==> src/hdl/bsfn_pkg.sv <==
// Shared constants, types and bit-search helpers for the bit set block.
package bsfn_pkg;

  localparam int NBITS       = 256;
  localparam int WORD_BITS   = 64;
  localparam int NWORDS      = NBITS / WORD_BITS;
  localparam int BIT_IDX_W   = $clog2(WORD_BITS);
  localparam int WORD_IDX_W  = $clog2(NWORDS);
  localparam int ELEM_W      = 8;
  localparam int COUNT_W     = 9;
  localparam int MODE_W      = 4;

  typedef enum logic [MODE_W-1:0] {
    MODE_SET       = 4'd0,
    MODE_CLEAR     = 4'd1,
    MODE_TEST      = 4'd2,
    MODE_FIRST     = 4'd3,
    MODE_NEXT      = 4'd4,
    MODE_LAST      = 4'd5,
    MODE_HAS_NEXT  = 4'd6,
    MODE_CLEAR_ALL = 4'd7,
    MODE_COUNT     = 4'd8
  } mode_e;

  // Commands from the controller to the datapath.
  typedef struct packed {
    logic accept;
    logic exec;
    logic scan_step;
    logic load_out;
  } bsfn_cmd_t;

  // Status from the datapath to the controller.
  typedef struct packed {
    logic req_is_find;
    logic scan_done;
  } bsfn_status_t;

  // Index of the lowest set bit; zero for an empty word.
  function automatic logic [BIT_IDX_W-1:0] lsb_index(input logic [WORD_BITS-1:0] w);
    logic [BIT_IDX_W-1:0] r;
    r = '0;
    for (int i = WORD_BITS - 1; i >= 0; i--) begin
      if (w[i]) begin
        r = BIT_IDX_W'(i);
      end
    end
    return r;
  endfunction

  // Index of the highest set bit; zero for an empty word.
  function automatic logic [BIT_IDX_W-1:0] msb_index(input logic [WORD_BITS-1:0] w);
    logic [BIT_IDX_W-1:0] r;
    r = '0;
    for (int i = 0; i < WORD_BITS; i++) begin
      if (w[i]) begin
        r = BIT_IDX_W'(i);
      end
    end
    return r;
  endfunction

endpackage

==> src/hdl/bsfn_ctrl.sv <==
// Controller state machine that sequences request, execute, word scan and result transfer.
module bsfn_ctrl (
  input  logic                  clk_i,
  input  logic                  rst_ni,
  input  logic                  in_valid_i,
  output logic                  in_stall_o,
  output logic                  out_valid_o,
  input  logic                  out_stall_i,
  input  bsfn_pkg::bsfn_status_t status_i,
  output bsfn_pkg::bsfn_cmd_t    cmd_o
);

  typedef enum logic [3:0] {
    ST_IDLE   = 4'b0001,
    ST_EXEC   = 4'b0010,
    ST_SCAN   = 4'b0100,
    ST_FINISH = 4'b1000
  } state_e;

  state_e state_q, state_d;
  logic   out_valid_q, out_valid_d;
  logic   out_free;

  assign out_free   = !out_valid_q || !out_stall_i;
  assign in_stall_o = (state_q != ST_IDLE);
  assign out_valid_o = out_valid_q;

  always_comb begin
    state_d          = state_q;
    cmd_o            = '0;
    case (state_q)
      ST_IDLE: begin
        if (in_valid_i) begin
          cmd_o.accept = 1'b1;
          state_d      = status_i.req_is_find ? ST_SCAN : ST_EXEC;
        end
      end
      ST_EXEC: begin
        cmd_o.exec = 1'b1;
        state_d    = ST_FINISH;
      end
      ST_SCAN: begin
        cmd_o.scan_step = 1'b1;
        if (status_i.scan_done) begin
          state_d = ST_FINISH;
        end
      end
      ST_FINISH: begin
        if (out_free) begin
          cmd_o.load_out = 1'b1;
          state_d        = ST_IDLE;
        end
      end
      default: begin
        state_d = ST_IDLE;
      end
    endcase
  end

  always_comb begin
    out_valid_d = out_valid_q;
    if (cmd_o.load_out) begin
      out_valid_d = 1'b1;
    end else if (out_valid_q && !out_stall_i) begin
      out_valid_d = 1'b0;
    end
  end

  always_ff @(posedge clk_i or negedge rst_ni) begin
    if (!rst_ni) begin
      state_q     <= ST_IDLE;
      out_valid_q <= 1'b0;
    end else begin
      state_q     <= state_d;
      out_valid_q <= out_valid_d;
    end
  end

  // A new result only appears after the finish state has handed it over.
  assert property (@(posedge clk_i) disable iff (!rst_ni)
    $rose(out_valid_q) |-> $past(state_q == ST_FINISH))
    else $error("result valid rose outside the finish state");

  // An accepted request always moves the controller into execute or scan.
  assert property (@(posedge clk_i) disable iff (!rst_ni)
    (state_q == ST_IDLE && in_valid_i) |=> (state_q == ST_EXEC || state_q == ST_SCAN))
    else $error("accepted request did not start work");

endmodule

==> src/hdl/bsfn_dpath.sv <==
// Datapath: member word store, member count, word scanner and result registers.
module bsfn_dpath (
  input  logic                                clk_i,
  input  logic                                rst_ni,
  input  logic [bsfn_pkg::MODE_W-1:0]         mode_i,
  input  logic [bsfn_pkg::ELEM_W-1:0]         element_i,
  input  bsfn_pkg::bsfn_cmd_t                 cmd_i,
  output bsfn_pkg::bsfn_status_t              status_o,
  output logic                                flag_o,
  output logic [bsfn_pkg::ELEM_W-1:0]         position_o,
  output logic [bsfn_pkg::COUNT_W-1:0]        member_count_o
);

  localparam int WIW = bsfn_pkg::WORD_IDX_W;
  localparam int BIW = bsfn_pkg::BIT_IDX_W;
  localparam int EW  = bsfn_pkg::ELEM_W;
  localparam int WB  = bsfn_pkg::WORD_BITS;
  localparam int CW  = bsfn_pkg::COUNT_W;
  localparam logic [WIW-1:0] LAST_WORD = WIW'(bsfn_pkg::NWORDS - 1);

  logic [WB-1:0]   words_q [bsfn_pkg::NWORDS];
  logic [CW-1:0]   count_q;
  bsfn_pkg::mode_e mode_q;
  logic [EW:0]     from_q;
  logic [WIW-1:0]  widx_q;
  logic            down_q;
  logic            res_flag_q;
  logic [EW-1:0]   res_pos_q;

  bsfn_pkg::mode_e req_mode;
  logic [EW:0]     next_from;
  logic [WB-1:0]   cur_word;
  logic [WB-1:0]   scan_mask;
  logic [WB-1:0]   masked;
  logic            hit;
  logic            last_word;
  logic [BIW-1:0]  hit_bit;
  logic            cur_bit;

  assign req_mode  = bsfn_pkg::mode_e'(mode_i);
  assign next_from = {1'b0, element_i} + (EW + 1)'(1);

  assign status_o.req_is_find = (req_mode == bsfn_pkg::MODE_FIRST) ||
                                (req_mode == bsfn_pkg::MODE_NEXT) ||
                                (req_mode == bsfn_pkg::MODE_LAST) ||
                                (req_mode == bsfn_pkg::MODE_HAS_NEXT);

  // Only the word holding the start index needs the bits below it masked off.
  assign cur_word  = words_q[widx_q];
  assign scan_mask = (widx_q == from_q[EW-1 -: WIW]) ? ({WB{1'b1}} << from_q[BIW-1:0])
                                                     : {WB{1'b1}};
  assign masked    = cur_word & scan_mask;
  assign hit       = (|masked) && !from_q[EW];
  assign last_word = down_q ? (widx_q == '0) : (widx_q == LAST_WORD);
  assign hit_bit   = down_q ? bsfn_pkg::msb_index(masked) : bsfn_pkg::lsb_index(masked);
  assign cur_bit   = cur_word[from_q[BIW-1:0]];

  assign status_o.scan_done = hit || last_word || from_q[EW];

  // Request capture, scan walk, result capture and output registers.
  always_ff @(posedge clk_i) begin
    if (cmd_i.accept) begin
      mode_q <= req_mode;
      down_q <= (req_mode == bsfn_pkg::MODE_LAST);
      case (req_mode)
        bsfn_pkg::MODE_FIRST, bsfn_pkg::MODE_LAST: begin
          from_q <= '0;
          widx_q <= (req_mode == bsfn_pkg::MODE_LAST) ? LAST_WORD : '0;
        end
        bsfn_pkg::MODE_NEXT, bsfn_pkg::MODE_HAS_NEXT: begin
          from_q <= next_from;
          widx_q <= next_from[EW-1 -: WIW];
        end
        default: begin
          from_q <= {1'b0, element_i};
          widx_q <= element_i[EW-1 -: WIW];
        end
      endcase
    end else if (cmd_i.scan_step && !status_o.scan_done) begin
      widx_q <= down_q ? (widx_q - WIW'(1)) : (widx_q + WIW'(1));
    end

    if (cmd_i.scan_step && status_o.scan_done) begin
      res_flag_q <= hit;
      res_pos_q  <= (hit && mode_q != bsfn_pkg::MODE_HAS_NEXT) ? {widx_q, hit_bit} : '0;
    end else if (cmd_i.exec) begin
      res_flag_q <= (mode_q == bsfn_pkg::MODE_TEST) ? cur_bit : 1'b0;
      res_pos_q  <= '0;
    end

    if (cmd_i.load_out) begin
      flag_o     <= res_flag_q;
      position_o <= res_pos_q;
    end
  end

  // Member store and count.
  always_ff @(posedge clk_i or negedge rst_ni) begin
    if (!rst_ni) begin
      for (int i = 0; i < bsfn_pkg::NWORDS; i++) begin
        words_q[i] <= '0;
      end
      count_q        <= '0;
      member_count_o <= '0;
    end else begin
      if (cmd_i.exec) begin
        case (mode_q)
          bsfn_pkg::MODE_SET: begin
            if (!cur_bit) begin
              words_q[widx_q][from_q[BIW-1:0]] <= 1'b1;
              count_q <= count_q + CW'(1);
            end
          end
          bsfn_pkg::MODE_CLEAR: begin
            if (cur_bit) begin
              words_q[widx_q][from_q[BIW-1:0]] <= 1'b0;
              count_q <= count_q - CW'(1);
            end
          end
          bsfn_pkg::MODE_CLEAR_ALL: begin
            for (int i = 0; i < bsfn_pkg::NWORDS; i++) begin
              words_q[i] <= '0;
            end
            count_q <= '0;
          end
          default: begin
          end
        endcase
      end
      if (cmd_i.load_out) begin
        member_count_o <= count_q;
      end
    end
  end

  // The count can never exceed the size of the set.
  assert property (@(posedge clk_i) disable iff (!rst_ni)
    count_q <= CW'(bsfn_pkg::NBITS))
    else $error("member count out of range");

  // Clear-all leaves an empty count behind.
  assert property (@(posedge clk_i) disable iff (!rst_ni)
    (cmd_i.exec && mode_q == bsfn_pkg::MODE_CLEAR_ALL) |=> (count_q == '0))
    else $error("clear-all did not zero the count");

endmodule

==> src/hdl/bit_set_find_next_core.sv <==
// Top level of the bit set with set, clear, test, find, clear-all and count requests.
// Set, clear, test, clear-all and count pass through the execute and finish states.
// First, next, has-next and last scan one stored word per cycle until a hit, the last word
// or a start past the end, then pass through the finish state.
// One request is worked at a time; a finished result waits in the output register.
// rst_ni clears the member store, the count and all control state asynchronously.
module bit_set_find_next_core (
  input  logic                               clk_i,
  input  logic                               rst_ni,
  input  logic                               in_valid_i,
  output logic                               in_stall_o,
  input  logic [bsfn_pkg::MODE_W-1:0]        mode_i,
  input  logic [bsfn_pkg::ELEM_W-1:0]        element_i,
  output logic                               out_valid_o,
  input  logic                               out_stall_i,
  output logic                               flag_o,
  output logic [bsfn_pkg::ELEM_W-1:0]        position_o,
  output logic [bsfn_pkg::COUNT_W-1:0]       member_count_o
);

  bsfn_pkg::bsfn_cmd_t    cmd;
  bsfn_pkg::bsfn_status_t status;

  bsfn_ctrl u_ctrl (
    .clk_i       (clk_i),
    .rst_ni      (rst_ni),
    .in_valid_i  (in_valid_i),
    .in_stall_o  (in_stall_o),
    .out_valid_o (out_valid_o),
    .out_stall_i (out_stall_i),
    .status_i    (status),
    .cmd_o       (cmd)
  );

  bsfn_dpath u_dpath (
    .clk_i          (clk_i),
    .rst_ni         (rst_ni),
    .mode_i         (mode_i),
    .element_i      (element_i),
    .cmd_i          (cmd),
    .status_o       (status),
    .flag_o         (flag_o),
    .position_o     (position_o),
    .member_count_o (member_count_o)
  );

endmodule

==> config.mk <==
export PLATFORM = sky130hd
export DESIGN_NAME = bit_set_find_next_core
export DESIGN_NICKNAME = d
export VERILOG_FILES = /design/src/hdl/bsfn_pkg.sv /design/src/hdl/bsfn_ctrl.sv /design/src/hdl/bsfn_dpath.sv /design/src/hdl/bit_set_find_next_core.sv
export SDC_FILE = /design/constraint.sdc
export NUM_CORES = 1
export LEC_CHECK = 0
export BUFFER_PORTS_ARGS = -buffer_cell sky130_fd_sc_hd__buf_2
export CORE_MARGIN = 1.5
export CORE_UTILIZATION = 35
export DETAILED_ROUTE_END_ITERATION = 6
export GPL_ROUTABILITY_DRIVEN = 0
export PLACE_DENSITY_LB_ADDON = 0.3
export RECOVER_POWER = 100
export SKIP_LAST_GASP = 1
export SYNTH_ARGS = -nofsm -noshare
export SYNTH_HDL_FRONTEND = slang
export SYNTH_SLANG_ARGS = --single-unit
==> constraint.sdc <==
create_clock -name clk_i -period 7.2 [get_ports clk_i]
set_clock_uncertainty 0.05 [all_clocks]
set_input_delay 1.44 -clock clk_i [delete_from_list [all_inputs] [get_ports clk_i]]
set_output_delay 1.44 -clock clk_i [all_outputs]
set_load 0.005 [all_outputs]
## Word level (Yosys, flattened, before mapping)

Cells that the tools add are included.

- Register bits: 313
- Output and inout bits: 20
- Logic and storage cells: 249
- Input bits: 16

- Shift operators: 1
- $add $sub $neg: 5
- Bitwise logic cells: 5
- Reduce and logical (&&, ||, !) cells: 28
- Muxes and demuxes: 170
- Equality and inequality tests: 20
- $lt $le $gt $ge: 4

Operators with widths:

| operator | count |
|---|---|
| case mux 256 bit (3 select lines) | 1 |
| two-way mux 6 bit | 127 |
| two-way mux 256 bit | 2 |
| AND 256 bit | 1 |
| two-way mux 64 bit | 4 |
| NOT 256 bit | 1 |
| OR 256 bit | 1 |
| binary-select mux 64 bit (select 2 bit) | 1 |
| demux 64 bit (select 2 bit) | 1 |
| AND 64 bit | 1 |
| OR reduction 64 bit | 1 |
| left shift 64 x 6 -> 64 bit (first input constant) | 1 |
| case mux 9 bit (3 select lines) | 1 |
| two-way mux 8 bit | 3 |
| == test 4 x 3 -> 1 bit (second input constant) | 5 |
| two-way mux 9 bit | 2 |
| case mux 9 bit (2 select lines) | 1 |
| case mux 4 bit (4 select lines) | 1 |
| two-way mux 1 bit | 15 |
| == test 4 x 2 -> 1 bit (second input constant) | 3 |
| two-way mux 4 bit | 3 |
| adder 8 x 1 -> 9 bit (second input constant) | 1 |
| adder 9 x 1 -> 9 bit (second input constant) | 1 |
| subtractor 9 x 1 -> 9 bit (second input constant) | 1 |
| other kinds (30) | 54 |

## Longest topological paths before layout

- Depth in word-level cells: 72
- Mapped depth: 16

## Cells and area by module

A second synthesis with hierarchy kept.

- Cells, all modules: 2,255
- Area total of the unflattened synthesis: 20,116.8 um^2

By module, submodules not included:

| module | times used | cells each | area each (um^2) | seq. area each (um^2) |
|---|---|---|---|---|
| bsfn_dpath | 1 | 2,228 | 19,845.3 | 7,877.6 |
| bsfn_ctrl | 1 | 27 | 271.5 | 126.4 |

## Worst setup path after synthesis

No wires, ideal clock.

- Path type: reg2reg
- From: reg u_dpath.from_q[1]
- To: reg u_dpath.res_flag_q (enable)
- Clock period less this slack: 3.597 ns
- Path buffers: 4
- Setup slack: 3.603 ns
- Stages on the path, launching flop included: 14
- Setup time: 0.390 ns
- Required time: 6.760 ns
- Arrival: 3.157 ns
- Cell sequence: edfxtp_1 buf_2 buf_2 buf_2 buf_2 o211ai_1 a32oi_1 o21ai_0 nor2_1 nand3_1 nor4_2 nand3b_1 nand3b_1 a211oi_1

- Longest elaborated chain between the ends: 9

RTL lines:

| element | RTL line | RTL |
|---|---|---|
| start, declared | bsfn_dpath.sv:24 | `logic [EW:0] from_q;` |
| start signal, assigned | bsfn_dpath.sv:71 | `from_q <= next_from;` |
| start signal, assigned | bsfn_dpath.sv:75 | `from_q <= {1'b0, element_i};` |
| left shift 64 x 6 -> 64 bit | bsfn_dpath.sv:50 | `assign scan_mask = (widx_q == from_q[EW-1 -: WIW]) ? ({WB{1'b1}} << from_q[BIW-1:0])` |
| two-way mux 64 bit | bsfn_dpath.sv:50 |  |
| AND 64 bit | bsfn_dpath.sv:52 | `assign masked = cur_word & scan_mask;` |
| OR reduction 64 bit | bsfn_dpath.sv:53 | `assign hit = (\|masked) && !from_q[EW];` |
| logical AND 1 bit | bsfn_dpath.sv:53 |  |
| logical OR 1 bit (2 in series) | bsfn_dpath.sv:58 | `assign status_o.scan_done = hit \|\| last_word \|\| from_q[EW];` |
| logical AND 1 bit | bsfn_dpath.sv:83 | `if (cmd_i.scan_step && status_o.scan_done) begin` |
| nonzero test 2 bit (no line) | n/a |  |
| end signal, assigned | bsfn_dpath.sv:84 | `res_flag_q <= hit;` |
| end signal, assigned | bsfn_dpath.sv:87 | `res_flag_q <= (mode_q == bsfn_pkg::MODE_TEST) ? cur_bit : 1'b0;` |
| end, declared | bsfn_dpath.sv:27 | `logic res_flag_q;` |

Every way passes these cells.
A chain may end at the register's enable or synchronous reset.

## Worst setup path in the final report

- From: reg u_dpath.widx_q[0]
- To: reg u_dpath.words_q[191] (netlist bit)

- Longest elaborated chain between the ends: 9
- Elaborated cells on any way between the ends: 20
- Classes of those cells: order compare: 2; eq/ne: 2; mux: 10; bitwise: 4; reduce/logical: 2

RTL lines:

| element | RTL line | RTL |
|---|---|---|
| start, declared | bsfn_dpath.sv:25 | `logic [WIW-1:0] widx_q;` |
| start signal, assigned | bsfn_dpath.sv:68 | `widx_q <= (req_mode == bsfn_pkg::MODE_LAST) ? LAST_WORD : '0;` |
| start signal, assigned | bsfn_dpath.sv:72 | `widx_q <= next_from[EW-1 -: WIW];` |
| start signal, assigned | bsfn_dpath.sv:76 | `widx_q <= element_i[EW-1 -: WIW];` |
| NOT 2 -> 3 bit (not written as such) * | bsfn_dpath.sv:49, bsfn_dpath.sv:110, bsfn_dpath.sv:116 |  |
| parallel branches: the longest is 8 deep, another holds binary-select mux 64 bit (select 2 bit) | n/a |  |
| end signal, assigned by index | bsfn_dpath.sv:110 | `words_q[widx_q][from_q[BIW-1:0]] <= 1'b1;` |
| end signal, assigned by index | bsfn_dpath.sv:116 | `words_q[widx_q][from_q[BIW-1:0]] <= 1'b0;` |
| end signal, assigned by index | bsfn_dpath.sv:122 | `words_q[i] <= '0;` |
| end, declared | bsfn_dpath.sv:21 | `logic [WB-1:0] words_q [bsfn_pkg::NWORDS];` |

Every way passes the cells marked *. The select of a mux whose other input is x is not followed.

==> metrics.md <==
| Metric | Value |
|---|---|
| Outcome | `finished, violations left` |
| Failing checks | `design-rule violations, max-capacitance violations, max-slew violations` |
| FF+latch area | `~8000 sq um` |
| Top-area cell type share of the netlist area | `between 30% and 40%` |
| Gr usage total | `24.18%` |
| Maximum buffer depth of the clock tree | `3` |
| Largest area contributor in the netlist | `dfrtp_1` |
| CTS Sinks | `313` |
| Fin crit period | `around 6.2 ns` |
| Post-synth cell types | `95` |
| Max-cap violations | `1` |
| Startpoint types | `flop` |
| Vias | `just over 20,000` |
| Antenna violations before repair | `2` |
| Endpoint class of the critical path | `flop` |
| WS Path Type | `flop to flop` |
| Fmax | `around 160 MHz` |
| Synth Flop Type | `dfrtp_1` |
| Area delta synth->final | `8.609%` |
| Most frequent cell after synthesis | `nand2_1` |
| Pin count of the biggest net entering global routing | `~160` |
| First-pass GRT wire length | `118.3 mm` |
| CP top delay family | `compound AO/OA/AOI/OAI gates` |
| Fill count | `~5,800` |
| Area of the die | `between 60,000 and 70,000 sq um` |
| Routed len/inst | `25.73 microns` |
| IO Port Bufs | `35` |
| Area occupied by multi-input gates | `about 12,000 sq um` |
| Worst VDD drop | `around 0.16 mV` |
| Final-report hold violation count | `0` |
| CTS resizes | `0` |
| Register bit total from synthesis | `~310` |
| Core area | `roughly 60,000 sq um` |
| Post-route clock period utilization | `86.00%` |
| Mapped Nets | `roughly 2,300` |
| CP max stage cell | `edfxtp_1` |
| WP data required | `between 7 and 8 ns` |
| Critical-path cell list | `buf_12 -> mux2i_1 -> o22ai_1 -> nor4_1 -> o211ai_1 -> a32oi_1 -> nand2_1 -> a31oi_1 -> and2_4 -> clkbuf_1 -> a221o_1` |
| PD cells | `254.4 nW/um^2` |
| DRT iter0 DRCs | `approximately 2,900` |
| Die H | `between 200 and 250 microns` |
| DR pass1 iterations | `7` |
| Synth cell count leaders | `347 x nand2_1, 278 x dfrtp_1, 263 x and3_1` |
| CTS Hold Bufs | `0` |
| Ys Warns | `0` |
| Dpl ws | `approximately 1.7 ns` |
| Post-synthesis cell area | `roughly 21,000 sq um` |
| Root buffer cell | `clkbuf_16` |
| Post-synth EDFFs | `34` |
| Share of cells above drive strength 1 | `under 10%` |
| Ports | `36` |
| Slowest Stage Delay on Critical Path | `between 1 and 1.5 ns` |
| Syn avg cell area | `approximately 9.4 sq um` |
| Worst-Margin Slew | `approximately 4.5 ns` |
| Die Wd | `about 250 microns` |
| Final setup viols | `0` |
| Placed cell areas | `between 20,000 and 25,000 sq um` |
| Slew headroom | `-200.1%` |
| DP HPWL | `~48 mm` |
| Vias in the first global route | `between 15,000 and 20,000` |
| Synth Instances | `around 2,300` |
| Post-synthesis sequential area ratio | `~38%` |
| Post-CTS Setup Inserts | `0` |
| Drt drc | `2` |
| Finished Cell Area | `between 20,000 and 25,000 sq um` |
| Hold Crit Class | `flop to flop` |
| Unrepaired setup endpoints after global routing | `false` |
| Initial core utilization | `between 30% and 40%` |
| Crit path arrival time | `6.63 ns` |
| GRT overflow | `0` |
| CTS buffer count | `37` |
| Final WS setup | `around 1 ns` |
| Sum of negative setup slack | `0 ns` |
| Critical path fanouts, max | `between 50 and 60` |
| Num rows | `90` |
| Max-slew violations | `between 70 and 80` |
| Post-route antenna net violation count | `0` |
| P_leak | `7.088 nW` |
| Worst-path clk slew | `roughly 0.070 ns` |
| Final net count | `between 2,000 and 2,500` |
| Drt total wl | `just under 80 mm` |
| # H-tree levels | `2` |
| Worst Path Buf+Inv | `2` |
| Clock Latency Late Sink | `0.57 ns` |
| Main area contributors after synthesis | `dfrtp_1 33%, a221o_1 12%, and3_1 7.7%, mux4_2 6.2%, nand2_1 6.1%` |
| DR vias/cell | `roughly 6.7` |
| CTS tree | `built` |
| Ys async rst share | `between 80 and 90%` |
==> cell usage in the layout, fill, tap and decap left out, types with 13 or more instances in the layout <==
master     synthesis  final
a211oi_1          12     13
a21oi_1           56     56
a221o_1          257    257
a31oi_1           18     19
and3_1           263    263
buf_12             1     13
buf_2             23     22
buf_4             10     23
clkbuf_1         106     25
clkbuf_16          0     40
dfrtp_1          278    278
edfxtp_1          34     34
inv_1             22     22
mux2i_1           89     89
mux4_2            59     59
nand2_1          347    347
nand3_1           35     34
nand4_1           13     13
nor2_1           150    149
nor3_1            31     30
nor4_1            12     13
o211ai_1          15     15
o21ai_0           86     87
o22ai_1           34     34
o31ai_1           15     15
==> metrics by stage <==
step                      util [%]  hold WS [ns]  cells  total power [mW]
final                        38.44        0.3673   2998             5.890
after global routing         38.44        0.3712   2998             6.087
after CTS                    38.54        0.3678   2997             5.848
after detailed placement     36.46        0.3545   2930             3.890
after global placement       36.46        0.3547   2930             3.868
after floorplan                  -        0.3503   2262             3.319
==> report_power, final <==
part           switching, mW  internal, mW
combinational           1.32         0.636
sequential             0.101          1.87
clock                  0.790          1.17
==> metal layers <==
layer / wire length (microns) / vias up / global-route usage [%]
li1: - / 8639 / -
met3: 7911 / 231 / 5.350
met5: 13 / - / 0
met1: 32390 / 10137 / 33.79
met2: 33290 / 1133 / 35.73
met4: 3525 / 2 / 10.56
==> registers in the layout, indices dropped and copies added, names as in the netlist, 2 cells and up <==
register / flops
u_dpath.member_count_o: 9
u_ctrl.state_q: 4
u_dpath.from_q: 9
u_dpath.widx_q: 2
u_dpath.res_pos_q: 8
u_dpath.words_q: 256
u_dpath.position_o: 8
u_dpath.mode_q: 4
u_dpath.count_q: 9
==> logic make-up after synthesis <==
group	synth area share [%]
AO/OA/AOI/OAI	22.95
XOR/XNOR	0.5751
adder cells (fa/ha/maj)	0.5634
buffers and inverters	5.282
flip-flops	37.54
multiplexers	10.83
AND/OR/NAND/NOR	22.26
==> cell type report <==
| class | count | share of cell area [%] |
|---|---|---|
| Antenna cell | 1 | 0.01081 |
| Clock buffer | 53 | 4.750 |
| Clock inverter | 14 | 0.6430 |
| Inverter | 25 | 0.4053 |
| Multi-Input combinational cell | 1734 | 52.76 |
| Sequential cell | 313 | 34.57 |
| Tap cell | 782 | 4.225 |
| Timing Repair Buffer | 76 | 2.642 |
==> worst paths after layout <==
path | startpoint | endpoint | slack, ns | cells past startpoint
setup / recovery | u_dpath.widx_q[0]$_DFFE_PP_ | u_dpath.words_q[191]$_DFFE_PN0P_ | 1.01 | 11
hold / removal | u_dpath.res_pos_q[6]$_SDFFCE_PN0P_ | u_dpath.position_o[6]$_DFFE_PP_ | 0.37 | 0
setup reg to reg | u_dpath.widx_q[0]$_DFFE_PP_ | u_dpath.words_q[191]$_DFFE_PN0P_ | 1.01 | 11
hold reg to reg | u_dpath.res_pos_q[6]$_SDFFCE_PN0P_ | u_dpath.position_o[6]$_DFFE_PP_ | 0.37 | 0
max in group asynchronous | rst_ni | u_dpath.words_q[225]$_DFFE_PN0P_ | 1.72 | 2
min in group asynchronous | rst_ni | u_dpath.words_q[23]$_DFFE_PN0P_ | 2.41 | 1
No activity file was read; power rests on OpenSTA's default activity.
